<file path="src/sv/live_min_max_tree_unit_defines.svh">
// Assertion helpers for the live min/max tree unit.
// Each macro expects i_clk and i_rst_n in scope.
`ifndef LIVE_MIN_MAX_TREE_UNIT_DEFINES_SVH
`define LIVE_MIN_MAX_TREE_UNIT_DEFINES_SVH

// Same-cycle implication
`define LMM_ASSERT_NOW(label, ante, cons, msg) \
    label: assert property (@(posedge i_clk) disable iff (!i_rst_n) \
        (ante) |-> (cons)) else $error(msg);

// Next-cycle implication
`define LMM_ASSERT_NEXT(label, ante, cons, msg) \
    label: assert property (@(posedge i_clk) disable iff (!i_rst_n) \
        (ante) |=> (cons)) else $error(msg);

`endif

</file>
<file path="src/sv/lmm_merge.sv">
`timescale 1ns / 1ps

// Combines two child nodes into their parent node.
// Ties on value go to the smaller slot, for both min and max.
module lmm_merge #(
    parameter int VALUE_BITS = 31,
    parameter int SLOT_BITS  = 10,
    parameter int NODE_W     = 1 + 2 * (VALUE_BITS + SLOT_BITS)
) (
    input  logic [NODE_W-1:0] i_left,
    input  logic [NODE_W-1:0] i_right,
    output logic [NODE_W-1:0] o_parent
);

    typedef struct packed {
        logic                  live;
        logic [VALUE_BITS-1:0] min_val;
        logic [SLOT_BITS-1:0]  min_slot;
        logic [VALUE_BITS-1:0] max_val;
        logic [SLOT_BITS-1:0]  max_slot;
    } t_node;

    t_node l_node;
    t_node r_node;
    t_node p_node;
    logic  left_min_wins;
    logic  left_max_wins;

    assign l_node = t_node'(i_left);
    assign r_node = t_node'(i_right);

    // winner selection when both children are live
    assign left_min_wins = (l_node.min_val < r_node.min_val) ||
                           ((l_node.min_val == r_node.min_val) &&
                            (l_node.min_slot <= r_node.min_slot));
    assign left_max_wins = (l_node.max_val > r_node.max_val) ||
                           ((l_node.max_val == r_node.max_val) &&
                            (l_node.max_slot <= r_node.max_slot));

    always_comb begin
        p_node = '0;
        if (l_node.live && r_node.live) begin
            p_node.live = 1'b1;
            if (left_min_wins) begin
                p_node.min_val  = l_node.min_val;
                p_node.min_slot = l_node.min_slot;
            end else begin
                p_node.min_val  = r_node.min_val;
                p_node.min_slot = r_node.min_slot;
            end
            if (left_max_wins) begin
                p_node.max_val  = l_node.max_val;
                p_node.max_slot = l_node.max_slot;
            end else begin
                p_node.max_val  = r_node.max_val;
                p_node.max_slot = r_node.max_slot;
            end
        end else if (l_node.live) begin
            p_node = l_node;
        end else if (r_node.live) begin
            p_node = r_node;
        end
    end

    assign o_parent = NODE_W'(p_node);

endmodule

</file>
<file path="config.mk">
export PLATFORM = sky130hd
export DESIGN_NAME = lmm_merge
export DESIGN_NICKNAME = d
export VERILOG_FILES = /design/src/sv/live_min_max_tree_unit_defines.svh /design/src/sv/lmm_merge.sv
export SDC_FILE = /design/constraint.sdc
export NUM_CORES = 1
export LEC_CHECK = 0
export BUFFER_PORTS_ARGS = -buffer_cell sky130_fd_sc_hd__buf_4
export CORE_AREA = 2 2 96 98
export DETAILED_ROUTE_END_ITERATION = 16
export DIE_AREA = 0 0 98 100
export PLACE_DENSITY = 0.74
export SYNTH_ARGS = -nofsm -noshare
export SYNTH_HDL_FRONTEND = slang
export SYNTH_SLANG_ARGS = --single-unit
</file>
<file path="constraint.sdc">
create_clock -name vclk -period 2.2
set_input_delay 0.22 -clock vclk [all_inputs]
set_output_delay 0.22 -clock vclk [all_outputs]
set_load 0.05 [all_outputs]
</file>
==> run metrics, run 1 <==
failing step global routing (5_1_grt); Post-DP HPWL 12.3 mm; grt ovf 745; I/O Pins 249; die height 100 um; status did not finish; largest net degree at the start of global routing 22; IO Port Bufs 249; Yosys cell types 37; synthesized area 0.00299 mm2; gr usage total 94.1%; dpl ws -0.607 ns; Mapped Cells 405; synthesis warning total 0; gpl congestion 0.900; post-GRT worst EP o_parent[9]; register area share after synthesis 0%; Hold-fix buffers, CTS 0; worst_ep kind output port; syn avg cell area 7.37 um2; Core Rows 35; Syn Nets roughly 650; First Err [ERROR GRT-0232] Routing congestion too high. Check the congestion heatmap in the GUI.; Initial Util roughly a third; Die X about 98 um
cells by family after synthesis:
group	count (synthesis)	share of synthesized area (%)
fa+ha+maj	82	34.4
simple gates	68	12.0
compound gates	150	38.9
buf+inv	105	14.7
per-stage QoR:
step	util [%]	hold WS, ns	cells	instance area, um2
CTS	90.7	0.773	910	8060
detailed placement	78.7	0.806	896	7000
global placement	78.7	0.808	896	7000
floorplan	-	0.620	405	3890
layer usage:
layer	overflow	track usage [%]
met2	596	130
met1	1	80.7
met5	0	17.4
met4	144	108
met3	4	69.3
repair_timing:
action | CTS
cloned | 5
buffers inserted | 9
setup endpoints to repair | 82
pin swaps | 50
endpoints found under the hold margin | 0
gates resized for setup | 200
synthesized netlist by cell type, types with 7 or more instances:
cell / instances / area share, %
nand4_1: 12 / 2.5
ha_1: 82 / 34
o21ai_0: 12 / 2.0
nand3_1: 7 / 1.2
a211oi_1: 8 / 2.0
a22o_1: 82 / 24
buf_2: 12 / 2.0
nor2_1: 12 / 1.5
inv_1: 89 / 11
nand2_1: 23 / 2.9
a21oi_1: 27 / 4.5
==> run 2, diff against run 1 <==
--- a/config.mk
+++ b/config.mk
@@ -6,10 +6,10 @@
 export NUM_CORES = 1
 export LEC_CHECK = 0
 export BUFFER_PORTS_ARGS = -buffer_cell sky130_fd_sc_hd__buf_4
-export CORE_AREA = 2 2 96 98
+export CORE_AREA = 2 2 95 97
 export DETAILED_ROUTE_END_ITERATION = 16
-export DIE_AREA = 0 0 98 100
-export PLACE_DENSITY = 0.74
+export DIE_AREA = 0 0 97 99
+export PLACE_DENSITY_LB_ADDON = 0.15
 export SYNTH_ARGS = -nofsm -noshare
 export SYNTH_HDL_FRONTEND = slang
 export SYNTH_SLANG_ARGS = --single-unit
==> constraint.sdc (replaced) <==
create_clock -name vclk -period 2.86
set_input_delay 0.286 -clock vclk [all_inputs]
set_output_delay 0.286 -clock vclk [all_outputs]
set_load 0.05 [all_outputs]
==> run 2 against run 1 <==
  * The run now ends clean
  * Synthesized cell count unchanged
  * Synthesized area stayed put
==> run metrics, run 2 <==
fin nets 905; Antenna Nets Post-Route 0; FMAX ~350 MHz; core area 0.00855 mm2; Worst-Margin Slew 0.395 ns; first-pass GRT wire length 17.1 mm; Worst setup SP type primary input; Placed Area 0.00504 mm2 (-28%); area of the multi-input gates 0.00293 mm2; grt ovf 0; Peak VDD IR 211 uV; die area between 0.009 and 0.01 mm2; leading area contributor after synthesis ha_1; total design power 1.63 mW; Fillers 725; Post-DP HPWL 9.54 mm (-22%); Yosys cell types 37 (unchanged); wire per inst ~15 um; post-synth top area share 34.4% (unchanged); Design Area, Final 0.00565 mm2; Routed WL between 10 and 15 mm; register area share after synthesis 0% (unchanged); unrepaired setup endpoints after global routing true; gpl congestion 0.861 (-4.2%); Worst Setup Slack, final 0.0255 ns; normalized max-slew margin between 70 and 80%; syn avg cell area 7.37 um2 (unchanged); most common cell in the netlist inv_1; I/O Pins 249 (unchanged); most common cell after layout, fill and taps aside buf_4; dpl ws -0.155 ns (+0.452 ns); leakage power 3.08 nW; status finished clean; Post-route DRC 0; IO Port Bufs 249 (unchanged); # diodes 0; initial antenna violation count 0; Crit Path Class primary input to output port; Area Overhead vs Synth 89.1%; Hold Violations, Final 0; DR iter-0 viols 87; pwr dens 289 mW/mm2; die height 99 um (-1.0%); share of layout cells above drive strength 1 ~50%; Hold-fix buffers, CTS 0 (unchanged); Crit path required time around 2.6 ns; setup TNS 0 ns; largest net degree at the start of global routing 40; CP arrival 2.55 ns; worst-path maximum fanout 5; most frequent cells in the layout 215 x buf_4, 82 x a22o_1, 77 x inv_1; gr usage total between 20 and 25%; synthesis warning total 0 (unchanged); vias in the first global route 3824; Worst setup EP type output port; max_cap viols 0; HP Class primary input to output port; period utilization between 90% and 100%; drt pass-1 iters 4; Initial Util 34.9% (+1.3 points); num sequential 0; vias 4092; Reg area 0 um2; Die X 97 um (-1.0%); leading post-synthesis cells by cell area ha_1 34%, a22o_1 24%, inv_1 11%, a21oi_1 4.5%, nand2_1 2.9%; Non-Filler Instances about 760; Via-to-Cell Ratio between 5 and 6; min cycle time layout roughly 2.8 ns; clkbuf count 0; Syn Nets 653 (unchanged); final setup fails 0; synthesized area 0.00299 mm2 (unchanged); Core Rows 34 (-2.9%); Mapped Cells 405 (unchanged); Post-synth top cells 89 x inv_1, 82 x a22o_1, 82 x ha_1; placed instance count 757 (-16%); fin. max-slew vios 0
==> run 2: path summary, 6_finish.rpt <==
path                         from      endpoint  slack (ns)  depth (start not counted)
worst min-delay path  i_right[36]  o_parent[36]        0.94                          3
worst max-delay path  i_right[24]  o_parent[38]        0.03                         11
==> run 2: what timing repair did <==
item                       in CTS  in global routing
pin swaps                       1                  2
setup endpoints to repair      42                 82
gates resized for setup         5                 95
buffers inserted                0                  3
gates cloned                    0                  3
==> run 2: metrics by stage <==
stage | hold slack, ns | utilization (%)
3_5_place_dp | 0.951 | 59.0
2_1_floorplan | 0.935 | -
6_report | 0.937 | 66.0
3_3_place_gp | 0.956 | 59.0
4_1_cts | 0.953 | 59.2
5_1_grt | 0.943 | 66.0
==> run 2: worst max-delay path: stages <==
cell and delay [ns]:
buf_4 0.10, inv_1 0.06, ha_4 0.28, nand4_4 0.12, nor4_4 0.33, a2111oi_2 0.08, o221a_1 0.29, a221o_2 0.44
buf_2 0.20, a22o_1 0.18, buf_4 0.19
==> run 2: kinds of logic after synthesis <==
| group | after synthesis | synth area share, % |
|---|---|---|
| adders and majority gates | 82 | 34.4 |
| and+or+nand+nor | 68 | 12.0 |
| buffers and inverters | 105 | 14.7 |
| AOI/OAI and AO/OA | 150 | 38.9 |
==> run 2: power breakdown <==
part           leakage [nW]  switching, mW  internal (mW)  total (mW)
logic                  3.08          0.956          0.678        1.63
registers                 0              0              0           0
clock network             0              0              0           0
==> run 2: metal layers <==
layer / routed length, um / global-route usage (%) / share of wire [%] / vias up
met3: 749 / 2.77 / 6.4 / 14
met4: 187 / 2.93 / 1.6 / 0
li1: - / - / - / 2014
met2: 6330 / 40.1 / 54 / 172
met5: 0 / 0 / 0 / -
met1: 4480 / 23.5 / 38 / 1892
==> run 2: layout make-up <==
class,count,area share (%)
inverters,89,6.05
repair buffers,266,39.6
well taps,108,2.39
multi-input cells,300,51.9
No activity file was read; power rests on OpenSTA's default activity.
